### src/design/hkrd_pkg.sv
// Shared constants and the usage code to ASCII translation for the keyboard report differ.
package hkrd_pkg;

   localparam int REPORT_BYTES = 8;
   localparam int MOD_BITS = 8;
   localparam int QUEUE_DEPTH = 2;

   localparam logic [7:0] MOD_SCAN_BASE = 8'hE0;
   localparam logic [7:0] SHIFT_MASK = 8'h22;
   localparam logic [7:0] CODE_CAPS = 8'h39;
   localparam logic [7:0] CODE_NUM = 8'h53;
   localparam logic [7:0] CODE_SCROLL = 8'h47;
   localparam logic [2:0] LOCK_NUM = 3'b001;
   localparam logic [2:0] LOCK_CAPS = 3'b010;
   localparam logic [2:0] LOCK_SCROLL = 3'b100;

   function automatic logic [7:0] plain_punct(logic [7:0] code);
      logic [7:0] c;
      c = 8'h00;
      unique case (code)
         8'h27: c = 8'h30;
         8'h2D: c = 8'h2D;
         8'h2E: c = 8'h3D;
         8'h2F: c = 8'h5B;
         8'h30: c = 8'h5D;
         8'h31: c = 8'h5C;
         8'h33: c = 8'h3B;
         8'h34: c = 8'h27;
         8'h35: c = 8'h60;
         8'h36: c = 8'h2C;
         8'h37: c = 8'h2E;
         8'h38: c = 8'h2F;
         default: begin
            if (code >= 8'h1E && code <= 8'h26) begin
               c = code + 8'h13;
            end
         end
      endcase
      return c;
   endfunction

   function automatic logic [7:0] shift_punct(logic [7:0] code);
      logic [7:0] c;
      c = 8'h00;
      unique case (code)
         8'h1E: c = 8'h21;
         8'h1F: c = 8'h40;
         8'h20: c = 8'h23;
         8'h21: c = 8'h24;
         8'h22: c = 8'h25;
         8'h23: c = 8'h5E;
         8'h24: c = 8'h26;
         8'h25: c = 8'h2A;
         8'h26: c = 8'h28;
         8'h27: c = 8'h29;
         8'h2D: c = 8'h5F;
         8'h2E: c = 8'h2B;
         8'h2F: c = 8'h7B;
         8'h30: c = 8'h7D;
         8'h31: c = 8'h7C;
         8'h33: c = 8'h3A;
         8'h34: c = 8'h22;
         8'h35: c = 8'h7E;
         8'h36: c = 8'h3C;
         8'h37: c = 8'h3E;
         8'h38: c = 8'h3F;
         default: c = 8'h00;
      endcase
      return c;
   endfunction

   // Letters are the only entries that caps lock inverts.
   function automatic logic [6:0] key_ascii(logic [7:0] code, logic shift, logic caps);
      logic [7:0] c;
      c = 8'h00;
      if (code >= 8'h04 && code <= 8'h1D) begin
         c = (shift ? 8'h41 : 8'h61) + code - 8'h04;
         if (caps) begin
            c = c ^ 8'h20;
         end
      end else begin
         unique case (code)
            8'h28: c = 8'h0A;
            8'h29: c = 8'h1B;
            8'h2A: c = 8'h08;
            8'h2B: c = 8'h09;
            8'h2C: c = 8'h20;
            8'h4C: c = 8'h7F;
            8'h54: c = 8'h2F;
            8'h55: c = 8'h2A;
            8'h56: c = 8'h2D;
            8'h57: c = 8'h2B;
            8'h58: c = 8'h0A;
            8'h62: c = 8'h30;
            8'h63: c = 8'h2E;
            default: begin
               if (code >= 8'h59 && code <= 8'h61) begin
                  c = code - 8'h28;
               end else if (shift) begin
                  c = shift_punct(code);
               end else begin
                  c = plain_punct(code);
               end
            end
         endcase
      end
      return c[6:0];
   endfunction

endpackage

### src/design/hkrd_req_if.sv
// Report channel carrying one keyboard report per word.
interface hkrd_req_if #(parameter int KEY_SLOTS = 6) ();
   logic                   valid;
   logic                   ready;
   logic [6:0]             report_length;
   logic [7:0]             modifier_bits;
   logic [KEY_SLOTS*8-1:0] key_slots;

   modport source(output valid, report_length, modifier_bits, key_slots, input ready);
   modport sink(input valid, report_length, modifier_bits, key_slots, output ready);
endinterface

### src/design/hkrd_rsp_if.sv
// Event channel carrying one key event per word.
interface hkrd_rsp_if ();
   logic       valid;
   logic       ready;
   logic [7:0] scancode;
   logic       pressed;
   logic [7:0] held_modifiers;
   logic [6:0] ascii;
   logic [2:0] lock_leds;
   logic       last;

   modport source(output valid, scancode, pressed, held_modifiers, ascii, lock_leds, last,
                  input ready);
   modport sink(input valid, scancode, pressed, held_modifiers, ascii, lock_leds, last,
                output ready);
endinterface

### src/design/hkrd_front.sv
// Front end: takes reports, filters rejected ones and builds the change masks.
module hkrd_front
   import hkrd_pkg::*;
#(
   parameter int KEY_SLOTS = 6,
   parameter int ENTRY_W = 8 + 16 * KEY_SLOTS + MOD_BITS + 2 * KEY_SLOTS
) (
   input  logic               clock,
   input  logic               reset,
   input  logic               csr_we,
   input  logic               csr_wdata,
   hkrd_req_if.sink           req_chan,
   output logic               push_valid,
   output logic [ENTRY_W-1:0] push_data,
   input  logic               push_ready
);
   localparam int NE = MOD_BITS + 2 * KEY_SLOTS;

   logic                        en_ff, en_in;
   logic [KEY_SLOTS-1:0][7:0]   prior_ff, prior_in;
   logic [7:0]                  pmods_ff, pmods_in;
   logic [KEY_SLOTS-1:0][7:0]   cur;
   logic [KEY_SLOTS-1:0]        rel_mask, prs_mask;
   logic [MOD_BITS-1:0]         mod_mask;
   logic [NE-1:0]               ev_mask;
   logic                        accept, good;

   always_comb begin
      logic hit;
      cur = req_chan.key_slots;
      mod_mask = req_chan.modifier_bits ^ pmods_ff;
      for (int j = 0; j < KEY_SLOTS; j++) begin
         hit = 1'b0;
         for (int k = 0; k < KEY_SLOTS; k++) begin
            hit = hit | (cur[k] == prior_ff[j]);
         end
         rel_mask[j] = (prior_ff[j] != 8'h00) && !hit;
         hit = 1'b0;
         for (int k = 0; k < KEY_SLOTS; k++) begin
            hit = hit | (prior_ff[k] == cur[j]);
         end
         prs_mask[j] = (cur[j] != 8'h00) && !hit;
      end
      ev_mask = {prs_mask, rel_mask, mod_mask};
   end

   assign req_chan.ready = push_ready;
   assign accept = req_chan.valid && req_chan.ready;
   assign good = accept && en_ff && (req_chan.report_length >= 7'(REPORT_BYTES));
   assign push_valid = good && (ev_mask != '0);
   assign push_data = {req_chan.modifier_bits, prior_ff, cur, ev_mask};

   always_comb begin
      en_in = csr_we ? csr_wdata : en_ff;
      prior_in = good ? cur : prior_ff;
      pmods_in = good ? req_chan.modifier_bits : pmods_ff;
   end

   always_ff @(posedge clock) begin
      if (reset) begin
         en_ff <= 1'b1;
         prior_ff <= '0;
         pmods_ff <= 8'h00;
      end else begin
         en_ff <= en_in;
         prior_ff <= prior_in;
         pmods_ff <= pmods_in;
      end
   end
endmodule

### src/design/hkrd_queue.sv
// Short queue that holds classified reports between the front and back ends.
module hkrd_queue
   import hkrd_pkg::*;
#(
   parameter int WIDTH = 8
) (
   input  logic             clock,
   input  logic             reset,
   input  logic             push_valid,
   input  logic [WIDTH-1:0] push_data,
   output logic             push_ready,
   output logic             pop_valid,
   output logic [WIDTH-1:0] pop_data,
   input  logic             pop_ready
);
   localparam int PW = $clog2(QUEUE_DEPTH);
   localparam int CW = $clog2(QUEUE_DEPTH + 1);

   logic [WIDTH-1:0] mem [QUEUE_DEPTH];
   logic [PW-1:0]    wr_ff, wr_in, rd_ff, rd_in;
   logic [CW-1:0]    cnt_ff, cnt_in;
   logic             do_push, do_pop;

   assign push_ready = (cnt_ff != CW'(QUEUE_DEPTH));
   assign pop_valid = (cnt_ff != '0);
   assign pop_data = mem[rd_ff];
   assign do_push = push_valid && push_ready;
   assign do_pop = pop_valid && pop_ready;

   always_comb begin
      wr_in = do_push ? PW'(wr_ff + 1'b1) : wr_ff;
      rd_in = do_pop ? PW'(rd_ff + 1'b1) : rd_ff;
      cnt_in = cnt_ff;
      if (do_push && !do_pop) begin
         cnt_in = CW'(cnt_ff + 1'b1);
      end else if (do_pop && !do_push) begin
         cnt_in = CW'(cnt_ff - 1'b1);
      end
   end

   always_ff @(posedge clock) begin
      if (do_push) begin
         mem[wr_ff] <= push_data;
      end
   end

   always_ff @(posedge clock) begin
      if (reset) begin
         wr_ff <= '0;
         rd_ff <= '0;
         cnt_ff <= '0;
      end else begin
         wr_ff <= wr_in;
         rd_ff <= rd_in;
         cnt_ff <= cnt_in;
      end
   end
endmodule

### src/design/hkrd_back.sv
// Back end: walks the change masks of one report and sends one event per cycle while the event channel is not stalled.
module hkrd_back
   import hkrd_pkg::*;
#(
   parameter int KEY_SLOTS = 6,
   parameter int ENTRY_W = 8 + 16 * KEY_SLOTS + MOD_BITS + 2 * KEY_SLOTS
) (
   input  logic               clock,
   input  logic               reset,
   input  logic               pop_valid,
   input  logic [ENTRY_W-1:0] pop_data,
   output logic               pop_ready,
   hkrd_rsp_if.source         rsp_chan
);
   localparam int NE = MOD_BITS + 2 * KEY_SLOTS;

   logic                      busy_ff, busy_in;
   logic [NE-1:0]             mask_ff, mask_in;
   logic [7:0]                mods_ff, mods_in;
   logic [KEY_SLOTS-1:0][7:0] prior_ff, prior_in;
   logic [KEY_SLOTS-1:0][7:0] cur_ff, cur_in;
   logic [2:0]                lock_ff, lock_in;
   logic                      rvalid_ff, rvalid_in;
   logic [7:0]                rcode_ff, rcode_in;
   logic                      rpress_ff, rpress_in;
   logic [7:0]                rmods_ff, rmods_in;
   logic [6:0]                rascii_ff, rascii_in;
   logic [2:0]                rlock_ff, rlock_in;
   logic                      rlast_ff, rlast_in;

   logic [NE-1:0]             onehot, rest;
   logic [7:0]                code;
   logic                      press, adv;
   logic [2:0]                toggle;

   assign pop_ready = !busy_ff;
   assign adv = busy_ff && (!rvalid_ff || rsp_chan.ready);

   always_comb begin
      onehot = mask_ff & (~mask_ff + NE'(1));
      rest = mask_ff & ~onehot;
      code = 8'h00;
      press = 1'b0;
      for (int i = 0; i < MOD_BITS; i++) begin
         if (onehot[i]) begin
            code = code | (MOD_SCAN_BASE | 8'(i));
            press = press | mods_ff[i];
         end
      end
      for (int j = 0; j < KEY_SLOTS; j++) begin
         if (onehot[MOD_BITS + j]) begin
            code = code | prior_ff[j];
         end
         if (onehot[MOD_BITS + KEY_SLOTS + j]) begin
            code = code | cur_ff[j];
            press = 1'b1;
         end
      end
      toggle = 3'b000;
      if (press && code == CODE_CAPS) begin
         toggle = LOCK_CAPS;
      end else if (press && code == CODE_NUM) begin
         toggle = LOCK_NUM;
      end else if (press && code == CODE_SCROLL) begin
         toggle = LOCK_SCROLL;
      end
   end

   always_comb begin
      busy_in = busy_ff;
      mask_in = mask_ff;
      mods_in = mods_ff;
      prior_in = prior_ff;
      cur_in = cur_ff;
      lock_in = lock_ff;
      rvalid_in = rvalid_ff && !rsp_chan.ready;
      rcode_in = rcode_ff;
      rpress_in = rpress_ff;
      rmods_in = rmods_ff;
      rascii_in = rascii_ff;
      rlock_in = rlock_ff;
      rlast_in = rlast_ff;
      if (!busy_ff && pop_valid) begin
         busy_in = 1'b1;
         {mods_in, prior_in, cur_in, mask_in} = pop_data;
      end else if (adv) begin
         busy_in = (rest != '0);
         mask_in = rest;
         lock_in = lock_ff ^ toggle;
         rvalid_in = 1'b1;
         rcode_in = code;
         rpress_in = press;
         rmods_in = mods_ff;
         rascii_in = key_ascii(code, (mods_ff & SHIFT_MASK) != 8'h00, lock_ff[1]);
         rlock_in = lock_ff ^ toggle;
         rlast_in = (rest == '0);
      end
   end

   always_ff @(posedge clock) begin
      mask_ff <= mask_in;
      mods_ff <= mods_in;
      prior_ff <= prior_in;
      cur_ff <= cur_in;
      rcode_ff <= rcode_in;
      rpress_ff <= rpress_in;
      rmods_ff <= rmods_in;
      rascii_ff <= rascii_in;
      rlock_ff <= rlock_in;
      rlast_ff <= rlast_in;
   end

   always_ff @(posedge clock) begin
      if (reset) begin
         busy_ff <= 1'b0;
         lock_ff <= 3'b000;
         rvalid_ff <= 1'b0;
      end else begin
         busy_ff <= busy_in;
         lock_ff <= lock_in;
         rvalid_ff <= rvalid_in;
      end
   end

   assign rsp_chan.valid = rvalid_ff;
   assign rsp_chan.scancode = rcode_ff;
   assign rsp_chan.pressed = rpress_ff;
   assign rsp_chan.held_modifiers = rmods_ff;
   assign rsp_chan.ascii = rascii_ff;
   assign rsp_chan.lock_leds = rlock_ff;
   assign rsp_chan.last = rlast_ff;
endmodule

### src/design/hid_keyboard_report_differ_top.sv
// Top level of the boot keyboard report differ.
// Each accepted report word is compared with the last report that was not rejected and turns
// into zero to 8 + 2*KEY_SLOTS event words: modifier changes, then releases, then presses,
// the final one flagged by last. The front end places each report that brings a change in a
// two-entry queue; the back end loads it and then sends one event word per cycle while the
// event channel is not stalled. Reports that are rejected or bring no change produce nothing.
// The report channel stalls only while the queue is full.
module hid_keyboard_report_differ_top
   import hkrd_pkg::*;
#(
   parameter int KEY_SLOTS = 6
) (
   input  logic       clock,
   input  logic       reset,
   input  logic       csr_we,
   input  logic       csr_wdata,
   hkrd_req_if.sink   req_chan,
   hkrd_rsp_if.source rsp_chan
);
   localparam int ENTRY_W = 8 + 16 * KEY_SLOTS + MOD_BITS + 2 * KEY_SLOTS;

   logic               push_valid, push_ready, pop_valid, pop_ready;
   logic [ENTRY_W-1:0] push_data, pop_data;

   hkrd_front #(.KEY_SLOTS(KEY_SLOTS), .ENTRY_W(ENTRY_W)) u_front (
      .clock(clock),
      .reset(reset),
      .csr_we(csr_we),
      .csr_wdata(csr_wdata),
      .req_chan(req_chan),
      .push_valid(push_valid),
      .push_data(push_data),
      .push_ready(push_ready)
   );

   hkrd_queue #(.WIDTH(ENTRY_W)) u_queue (
      .clock(clock),
      .reset(reset),
      .push_valid(push_valid),
      .push_data(push_data),
      .push_ready(push_ready),
      .pop_valid(pop_valid),
      .pop_data(pop_data),
      .pop_ready(pop_ready)
   );

   hkrd_back #(.KEY_SLOTS(KEY_SLOTS), .ENTRY_W(ENTRY_W)) u_back (
      .clock(clock),
      .reset(reset),
      .pop_valid(pop_valid),
      .pop_data(pop_data),
      .pop_ready(pop_ready),
      .rsp_chan(rsp_chan)
   );
endmodule

### src/flat_wrapper.sv
// flat-port wrapper written by rule: the top's interface ports become plain ports
module hid_keyboard_report_differ_top_flat import hkrd_pkg::*;
#(
   parameter int KEY_SLOTS = 6
)
  (clock, reset, csr_we, csr_wdata, req_chan_valid, req_chan_report_length, req_chan_modifier_bits, req_chan_key_slots, req_chan_ready, rsp_chan_valid, rsp_chan_scancode, rsp_chan_pressed, rsp_chan_held_modifiers, rsp_chan_ascii, rsp_chan_lock_leds, rsp_chan_last, rsp_chan_ready);
  hkrd_req_if #(.KEY_SLOTS(KEY_SLOTS)) req_chan_i ();
  hkrd_rsp_if rsp_chan_i ();
  input  logic clock;
  input  logic reset;
  input  logic csr_we;
  input  logic csr_wdata;
  input wire logic [$bits(req_chan_i.valid)-1:0] req_chan_valid;
  input wire logic [$bits(req_chan_i.report_length)-1:0] req_chan_report_length;
  input wire logic [$bits(req_chan_i.modifier_bits)-1:0] req_chan_modifier_bits;
  input wire logic [$bits(req_chan_i.key_slots)-1:0] req_chan_key_slots;
  output wire logic [$bits(req_chan_i.ready)-1:0] req_chan_ready;
  output wire logic [$bits(rsp_chan_i.valid)-1:0] rsp_chan_valid;
  output wire logic [$bits(rsp_chan_i.scancode)-1:0] rsp_chan_scancode;
  output wire logic [$bits(rsp_chan_i.pressed)-1:0] rsp_chan_pressed;
  output wire logic [$bits(rsp_chan_i.held_modifiers)-1:0] rsp_chan_held_modifiers;
  output wire logic [$bits(rsp_chan_i.ascii)-1:0] rsp_chan_ascii;
  output wire logic [$bits(rsp_chan_i.lock_leds)-1:0] rsp_chan_lock_leds;
  output wire logic [$bits(rsp_chan_i.last)-1:0] rsp_chan_last;
  input wire logic [$bits(rsp_chan_i.ready)-1:0] rsp_chan_ready;
  assign req_chan_i.valid = req_chan_valid;
  assign req_chan_i.report_length = req_chan_report_length;
  assign req_chan_i.modifier_bits = req_chan_modifier_bits;
  assign req_chan_i.key_slots = req_chan_key_slots;
  assign req_chan_ready = req_chan_i.ready;
  assign rsp_chan_valid = rsp_chan_i.valid;
  assign rsp_chan_scancode = rsp_chan_i.scancode;
  assign rsp_chan_pressed = rsp_chan_i.pressed;
  assign rsp_chan_held_modifiers = rsp_chan_i.held_modifiers;
  assign rsp_chan_ascii = rsp_chan_i.ascii;
  assign rsp_chan_lock_leds = rsp_chan_i.lock_leds;
  assign rsp_chan_last = rsp_chan_i.last;
  assign rsp_chan_i.ready = rsp_chan_ready;
  hid_keyboard_report_differ_top #(.KEY_SLOTS(KEY_SLOTS)) u_core (.clock(clock), .reset(reset), .csr_we(csr_we), .csr_wdata(csr_wdata), .req_chan(req_chan_i), .rsp_chan(rsp_chan_i));
endmodule
### config.mk
export PLATFORM = sky130hd
export DESIGN_NAME = hid_keyboard_report_differ_top_flat
export DESIGN_NICKNAME = d
export VERILOG_FILES = /design/src/design/hkrd_pkg.sv /design/src/design/hkrd_req_if.sv /design/src/design/hkrd_rsp_if.sv /design/src/design/hkrd_front.sv /design/src/design/hkrd_queue.sv /design/src/design/hkrd_back.sv /design/src/design/hid_keyboard_report_differ_top.sv /design/src/flat_wrapper.sv
export SDC_FILE = /design/constraint.sdc
export NUM_CORES = 1
export LEC_CHECK = 0
export ABC_AREA = 1
export BUFFER_PORTS_ARGS = -buffer_cell sky130_fd_sc_hd__buf_2
export CAP_MARGIN = 25
export CORE_ASPECT_RATIO = 0.8
export CORE_MARGIN = 4
export CORE_UTILIZATION = 56
export CTS_CLUSTER_SIZE = 16
export DETAILED_ROUTE_END_ITERATION = 12
export PLACE_DENSITY = 0.76
export REMOVE_ABC_BUFFERS = 1
export SLEW_MARGIN = 40
export SYNTH_ARGS = -nofsm -noshare
export SYNTH_HDL_FRONTEND = slang
export SYNTH_SLANG_ARGS = --single-unit
### constraint.sdc
create_clock -name clock -period 7.35 [get_ports clock]
set_input_delay 0.735 -clock clock [delete_from_list [all_inputs] [get_ports clock]]
set_output_delay 0.735 -clock clock [all_outputs]
set_load 0.02 [all_outputs]
==> metrics.md, run 1 <==
| Metric | Value |
|---|---|
| Hold Violations, Final | 0 |
| Met3 global-route usage | 0.0687 |
| MaxCap Viol Count | 0 |
| Number of buffers on the longest clock path | 3 |
| Clock slew at reported path FFs | 0.06 ns |
| Critical Path Source Type | flop |
| Syn avg cell area | 9.84 µm² |
| Fin cells | about 3000 |
| Row count | 68 |
| Overflow left after global routing | 0 |
| RePlAce Congestion | 1.01 |
| Port-buffer cells | 95 |
| Vias in the first global route | 17996 |
| Initial Util | 0.566 |
| Proportion of layout cells with a drive suffix above 1 | 0.152 |
| Routed length per instance | between 20 and 25 µm |
| # IOs | 99 |
| Nets | 2587 |
| Initial DRC count | 2252 |
| Setup repair bufs after CTS | 0 |
| Worst Max-Slew Pin Slew | 0.899 ns |
| Setup Skew | 0.0222 ns |
| Root Driver | clkbuf_16 |
| Core Region | 43100 µm² |
| Largest net degree at the start of global routing | 86 |
| Reg2Reg Setup Slack | 2.07 ns |
| Total GRT Usage | 0.318 |
| Vias | roughly 19000 |
| Seq cells post-synth | 467 |
| CTS buffer count | 46 |
| Clock sinks | 467 |
| Cts hold-fix bufs | 0 |
| Vias per cell | 6.12 |
| Post-synth EDFFs | 400 |
| Drc violations | 0 |
| Area growth syn-to-layout | 9.31% |
| M2 GR Usage | 0.468 |
| Rel. slew slack | 0.400 |
| Final wirelength | 75500 µm |
| Worst-Skew Late Latency | between 0.5 and 0.6 ns |
| Fmax | 0.189 GHz |
| DR pass1 iterations | 6 |
| RSZ-0062 raised after global routing | no |
| Gr busiest metal | met2 |
| Final setup fails | 0 |
| Global-route wire length before repair | 111000 µm |
| Fin crit period | 5.28 ns |
| Die X | 241 µm |
| Worst IR Drop VDD | between 200 and 250 µV |
| Sequential element share of the synthesized area | 0.548 |
| Post-DP HPWL | ~54000 µm |
| H-tree levels | 2 |
| WP data required | between 7 and 8 ns |
| Initial antenna violation count | 0 |
| Period utilization | 0.718 |
| Arr. time, crit path | 5.59 ns |
| Pwr/cell area | 351 nW/µm² |
| Worst hold slack | 0.350 ns |
| Met1 Resource Use GR | 0.462 |
| Placed Area | approximately 25000 µm² |
| Die area | 47000 µm² |
| Die height | ~200 µm |
| Critical path class | reg2reg |
| Tightest Hold Check Type | in2reg |
| # resized after CTS | 0 |
| Final Slew Violations | 0 |
| Crit Path Max Fanout | 31 |
| Post-Place Cells | 3006 |
| P_leak | 10.5 nW |
| Synth Instances | 2478 |
| Layout fillers | 3481 |
| Routed Antenna Nets | 0 |
| Ys Warns | 0 |
| FFs w/ async S/R, synth | 0 |
| Fin area | roughly 27000 µm² |
| TritonCTS clock tree | done |
| Synth Cell Area | 24400 µm² |
| Outcome | finished clean |
| Top_reg_cell synth | edfxtp_1 |
| Crit end category | flop |
| Cell variety after synth | 51 |
==> report_power, final <==
part	switching [mW]	leakage (nW)	total [mW]	internal (mW)
sequential	0.580	4.28	4.34	3.76
combinational	1.82	5.54	2.68	0.857
clock	1.00	0.727	2.35	1.35
total	3.41	10.5	9.37	5.96
==> cell type report <==
type,instances,area (µm²),share of cell area
clock buffer,63,1300,0.0487
multi-input combinational,1625,9550,0.358
antenna,1,2.50,0.0000939
sequential,467,13400,0.501
inverter,241,907,0.0340
timing repair buffer,114,651,0.0244
clock inverter,21,198,0.00742
tap,560,701,0.0263
==> worst max-delay path: stages, from the launching register on <==
cell      delay, ns
edfxtp_1       0.47
nor2_4         0.26
nand2_4        0.11
nor2_4         0.67
nand3_1        0.53
nor2_1         0.29
nor2_1         0.06
o21ai_0        0.08
nor2_1         0.06
nand3_1        0.08
buf_4          0.25
inv_1          0.27
ha_1           0.32
nand2_1        0.20
nand4_1        0.13
nand3_1        0.37
inv_1          0.18
nor4b_1        0.50
a21oi_1        0.16
==> cells in the mapped netlist, types with 9 or more instances <==
master	instances	share of area
dfxtp_1	67	0.055
nor2_1	221	0.034
nand4_1	120	0.031
o211ai_1	17	0.0052
edfxtp_1	400	0.49
nor2_2	15	0.0038
o21ai_0	125	0.026
nand3_1	86	0.018
ha_1	23	0.012
nor4_1	48	0.012
nand2_2	12	0.0031
inv_1	230	0.035
xor2_1	114	0.041
nand3_2	9	0.0037
nand2_1	466	0.072
a21oi_1	102	0.021
clkbuf_1	125	0.019
buf_6	9	0.0042
or2_2	9	0.0023
mux2_2	105	0.048
nand2_4	10	0.0046
nor3_1	22	0.0045
xnor2_1	60	0.022
nor2_4	18	0.0083
==> cell usage in the layout, fill, tap and decap left out, types with 22 or more instances in the layout <==
master / count
mux2_2: 105
nor2_1: 219
buf_2: 95
nand4_1: 120
clkbuf_16: 48
a21oi_1: 101
edfxtp_1: 400
xor2_1: 114
o21ai_0: 125
xnor2_1: 60
nor4_1: 47
nand2_1: 464
nor3_1: 22
dfxtp_1: 66
ha_1: 23
nand3_1: 86
inv_1: 229
==> through the flow <==
stage	power, mW	TNS [ns]	setup WS [ns]	util
after detailed placement	6.97	0	2.26	0.584
after CTS	9.32	0	2.23	0.619
after global routing	9.78	0	1.83	0.619
final	9.37	0	2.07	0.619
after global placement	6.89	0	2.36	0.583
after floorplan	6.02	-331.58	-2.53	-
==> logic make-up (layout without fill, tap and decap cells) <==
group | count (synthesis) | in the layout | synth area share
simple gates | 1060 | 1060 | 0.208
flops | 467 | 467 | 0.548
buf+inv | 386 | 439 | 0.0628
compound gates | 263 | 263 | 0.0585
xor+xnor | 174 | 174 | 0.0625
mux | 105 | 105 | 0.0485
fa+ha+maj | 23 | 23 | 0.0118
other cells | 0 | 1 | 0
==> path summary, 6_finish.rpt <==
kind	to	from	cells after the start
worst max-delay path	u_core.u_back.rsp_chan.ascii[5]	u_core.u_back.mask_ff[0]	18
worst min-delay path	u_core.u_front.en_ff	csr_we	2
worst max register to register	u_core.u_back.rsp_chan.ascii[5]	u_core.u_back.mask_ff[0]	18
worst min register to register	flop	u_core.u_queue.rd_ff	1
==> metal layers <==
layer / up-vias / routed length, µm
li1: 8482 / -
met1: 9141 / 30900
met2: 1131 / 32900
met3: 175 / 8700
met4: 0 / 3080
met5: - / 0
==> state kept, by name, summed over array words and instances (netlist names), 8 cells and up, named ones only <==
| signal | count |
|---|---|
| u_core.u_queue.mem | 248 |
| u_core.u_back.cur_ff | 48 |
| u_core.u_back.prior_ff | 48 |
| u_core.u_front.push_data | 48 |
| u_core.u_back.mask_ff | 20 |
| u_core.u_back.mods_ff | 8 |
| u_core.u_back.rsp_chan.held_modifiers | 8 |
| u_core.u_back.rsp_chan.scancode | 8 |
| u_core.u_front.pmods_ff | 8 |
Note: power is estimated with default switching activity, not from simulation.
==> inputs of run 2 (changes only) <==
- clock period: 7.35 -> 4.7 ns (I/O delays scaled with it)
==> run 2 against run 1 <==
  * Flip-flop and latch count stayed put
  * Critical endpoint is now u_core.u_back.rsp_chan.ascii[1]
  * Sequential share of layout area shrank 0.86 points
  * Routed wire length is 4.7% higher
  * Critical path depth unchanged
  * Combinational power up 64%
  * Power grew 61%
==> metrics.md, run 2 (synthesis gave the netlist of run 1 again) <==
| Metric | Value |
|---|---|
| Met3 global-route usage | 0.0699 (+0.00128) |
| Drc violations | 0 (unchanged) |
| Vias per cell | 6.07 (-0.85%) |
| Root Driver | clkbuf_16 |
| Gr busiest metal | met1 |
| Initial DRC count | 2571 (+14%) |
| CTS buffer count | 46 (unchanged) |
| Setup Skew | 0.0248 ns (+0.00266 ns) |
| CP max-delay cell | nor2_2 |
| PnR worst setup slack | 0.428 ns (-1.64 ns) |
| Pwr Total | 15.1 mW (+61%) |
| Critical path class | reg2reg |
| RSZ-0062 raised after global routing | no |
| Largest net degree at the start of global routing | 86 (unchanged) |
| Crit path launch | u_core.u_back.mask_ff[8] |
| Layout fillers | 3467 (-0.40%) |
| Vias | 18975 (+0.24%) |
| Routed length per instance | 25.3 µm (+3.5%) |
| Nets | 2620 (+1.3%) |
| Met1 Resource Use GR | 0.495 (+0.0327) |
| HP Start | csr_we |
| Rel. slew slack | 0.471 (+0.0712) |
| Pwr/cell area | 556 nW/µm² (+58%) |
| Post-DP HPWL | 57700 µm (+6.5%) |
| Final Slew Violations | 0 (unchanged) |
| Number of buffers on the longest clock path | 3 (unchanged) |
| Worst IR Drop VDD | 502 µV (+130%) |
| Final wirelength | 79000 µm (+4.7%) |
| Most frequent cells in the layout | nand2_1 (464), edfxtp_1 (400), inv_1 (229) |
| MaxCap Viol Count | 0 (unchanged) |
| Worst-Skew Late Latency | 0.59 ns (about the same) |
| Proportion of layout cells with a drive suffix above 1 | 0.163 (+0.0108) |
| Max incr delay on CP | 0.51 ns (-0.16 ns) |
| P_leak | 10.8 nW (+2.3%) |
| Initial antenna violation count | 4 (+4) |
| Clock sinks | 467 (unchanged) |
| Most flop-heavy register | u_core.u_queue.mem |
| Setup repair bufs after CTS | 0 (unchanged) |
| # IOs | 99 (unchanged) |
| Critical Path Source Type | flop |
| Die height | 195 µm (unchanged) |
| Crit Path Max Fanout | 8 (-74%) |
| Total GRT Usage | 0.332 (+0.0142) |
| Vias in the first global route | 18344 (+1.9%) |
| H-tree levels | 2 (unchanged) |
| Area growth syn-to-layout | 11.2% |
| RePlAce Congestion | 1.03 (+2.1%) |
| Period utilization | 0.909 (+0.191) |
| DR pass1 iterations | 8 (+2) |
| Critical path's most frequent cell | a21oi_1 |
| Arr. time, crit path | 4.59 ns (-1.00 ns) |
| M2 GR Usage | 0.486 (+0.0186) |
| Fmax | 0.234 GHz (+24%) |
| Dpl ws | 0.522 ns (-1.74 ns) |
| Antenna cells | 0 (-1) |
| Die X | 241 µm (unchanged) |
| Row count | 68 (unchanged) |
| Initial Util | 0.566 (unchanged) |
| Commonest non-fill, non-tap cell in the layout | nand2_1 |
| Cts hold-fix bufs | 0 (unchanged) |
| Routed Antenna Nets | 0 (unchanged) |
| Outcome | finished clean |
| Worst Max-Slew Pin Slew | 0.792 ns (-0.107 ns) |
| Port-buffer cells | 95 (unchanged) |
| CP Cell Sequence | nor2_2 -> nand2_1 -> nor2_4 -> nand4_4 -> inv_1 -> a21oi_1 -> nand3_2 -> buf_4 -> ha_1 -> inv_1 -> a21oi_1 -> a21oi_1 -> nor4_1 -> nor2_2 -> nand3_2 -> a21oi_1 -> nand2_1 -> a21oi_1 |
| TritonCTS clock tree | done |
| Core Region | 43100 µm² (unchanged) |
| Tightest Hold Check Type | in2reg |
| WP data required | 5.02 ns (-2.64 ns) |
| Post-layout util | 0.630 (+0.0108) |
| Global-route wire length before repair | 116000 µm (+4.0%) |
| Max FFs per register | 248 (unchanged) |
| # resized after CTS | 0 (unchanged) |
| Overflow left after global routing | 0 (unchanged) |
| Multi-input gate area | 9530 µm² (-0.13%) |
| Die area | 47000 µm² (unchanged) |
| Clock slew at reported path FFs | 0.06 ns (about the same) |
| Register area | 13400 µm² (unchanged) |
| Fin crit period | 4.27 ns (-1.01 ns) |
| Hold Violations, Final | 0 (unchanged) |
| Crit end category | flop |
| Final setup fails | 0 (unchanged) |
| Reg-to-reg startpoint | u_core.u_back.mask_ff[8] |
[run 2: metal layers]
layer  vias up  wire (µm)
li1       8561          -
met1      9094      33000
met2      1151      34100
met3       169       9140
met4         0       2830
met5         -          0
[run 2: worst max-delay path: cells and delay by family (launching register included)]
kind / cells / cell delay, ns
buf+inv: 3 / 0.52
simple gates: 9 / 2.21
flops: 1 / 0.40
compound gates: 5 / 0.56
fa+ha+maj: 1 / 0.31
[run 2: path summary, 6_finish.rpt]
check	end	slack, ns	cells past startpoint
worst max-delay path	u_core.u_back.rsp_chan.ascii[1]	0.43	18
worst min-delay path	u_core.u_front.en_ff	0.08	2
worst max register to register	u_core.u_back.rsp_chan.ascii[1]	0.43	18
worst min register to register	flop	0.44	1
[run 2: final cells by class]
class	count	share of cell area
Clock buffer	63	0.0467
Sequential cell	467	0.492
Multi-Input combinational cell	1625	0.351
Timing Repair Buffer	147	0.0374
Inverter	241	0.0334
Tap cell	560	0.0258
Clock inverter	23	0.0127
[run 2: stage by stage]
step / hold WS (ns) / instance area [µm²] / std cells / TNS, ns
2_1_floorplan: 0.426 / 23800 / 2333 / -1298.15
3_3_place_gp: 0.424 / 25500 / 3039 / 0
3_5_place_dp: 0.444 / 25500 / 3040 / 0
4_1_cts: 0.0493 / 27100 / 3126 / 0
5_1_grt: 0.105 / 27100 / 3126 / 0
6_report: 0.0842 / 27100 / 3126 / 0
[run 2: where the power goes]
part | total, mW | internal (mW) | switching [mW]
combinational | 4.39 | 1.45 | 2.94
clock | 3.89 | 2.25 | 1.64
sequential | 6.78 | 5.87 | 0.910
total | 15.1 | 9.58 | 5.49
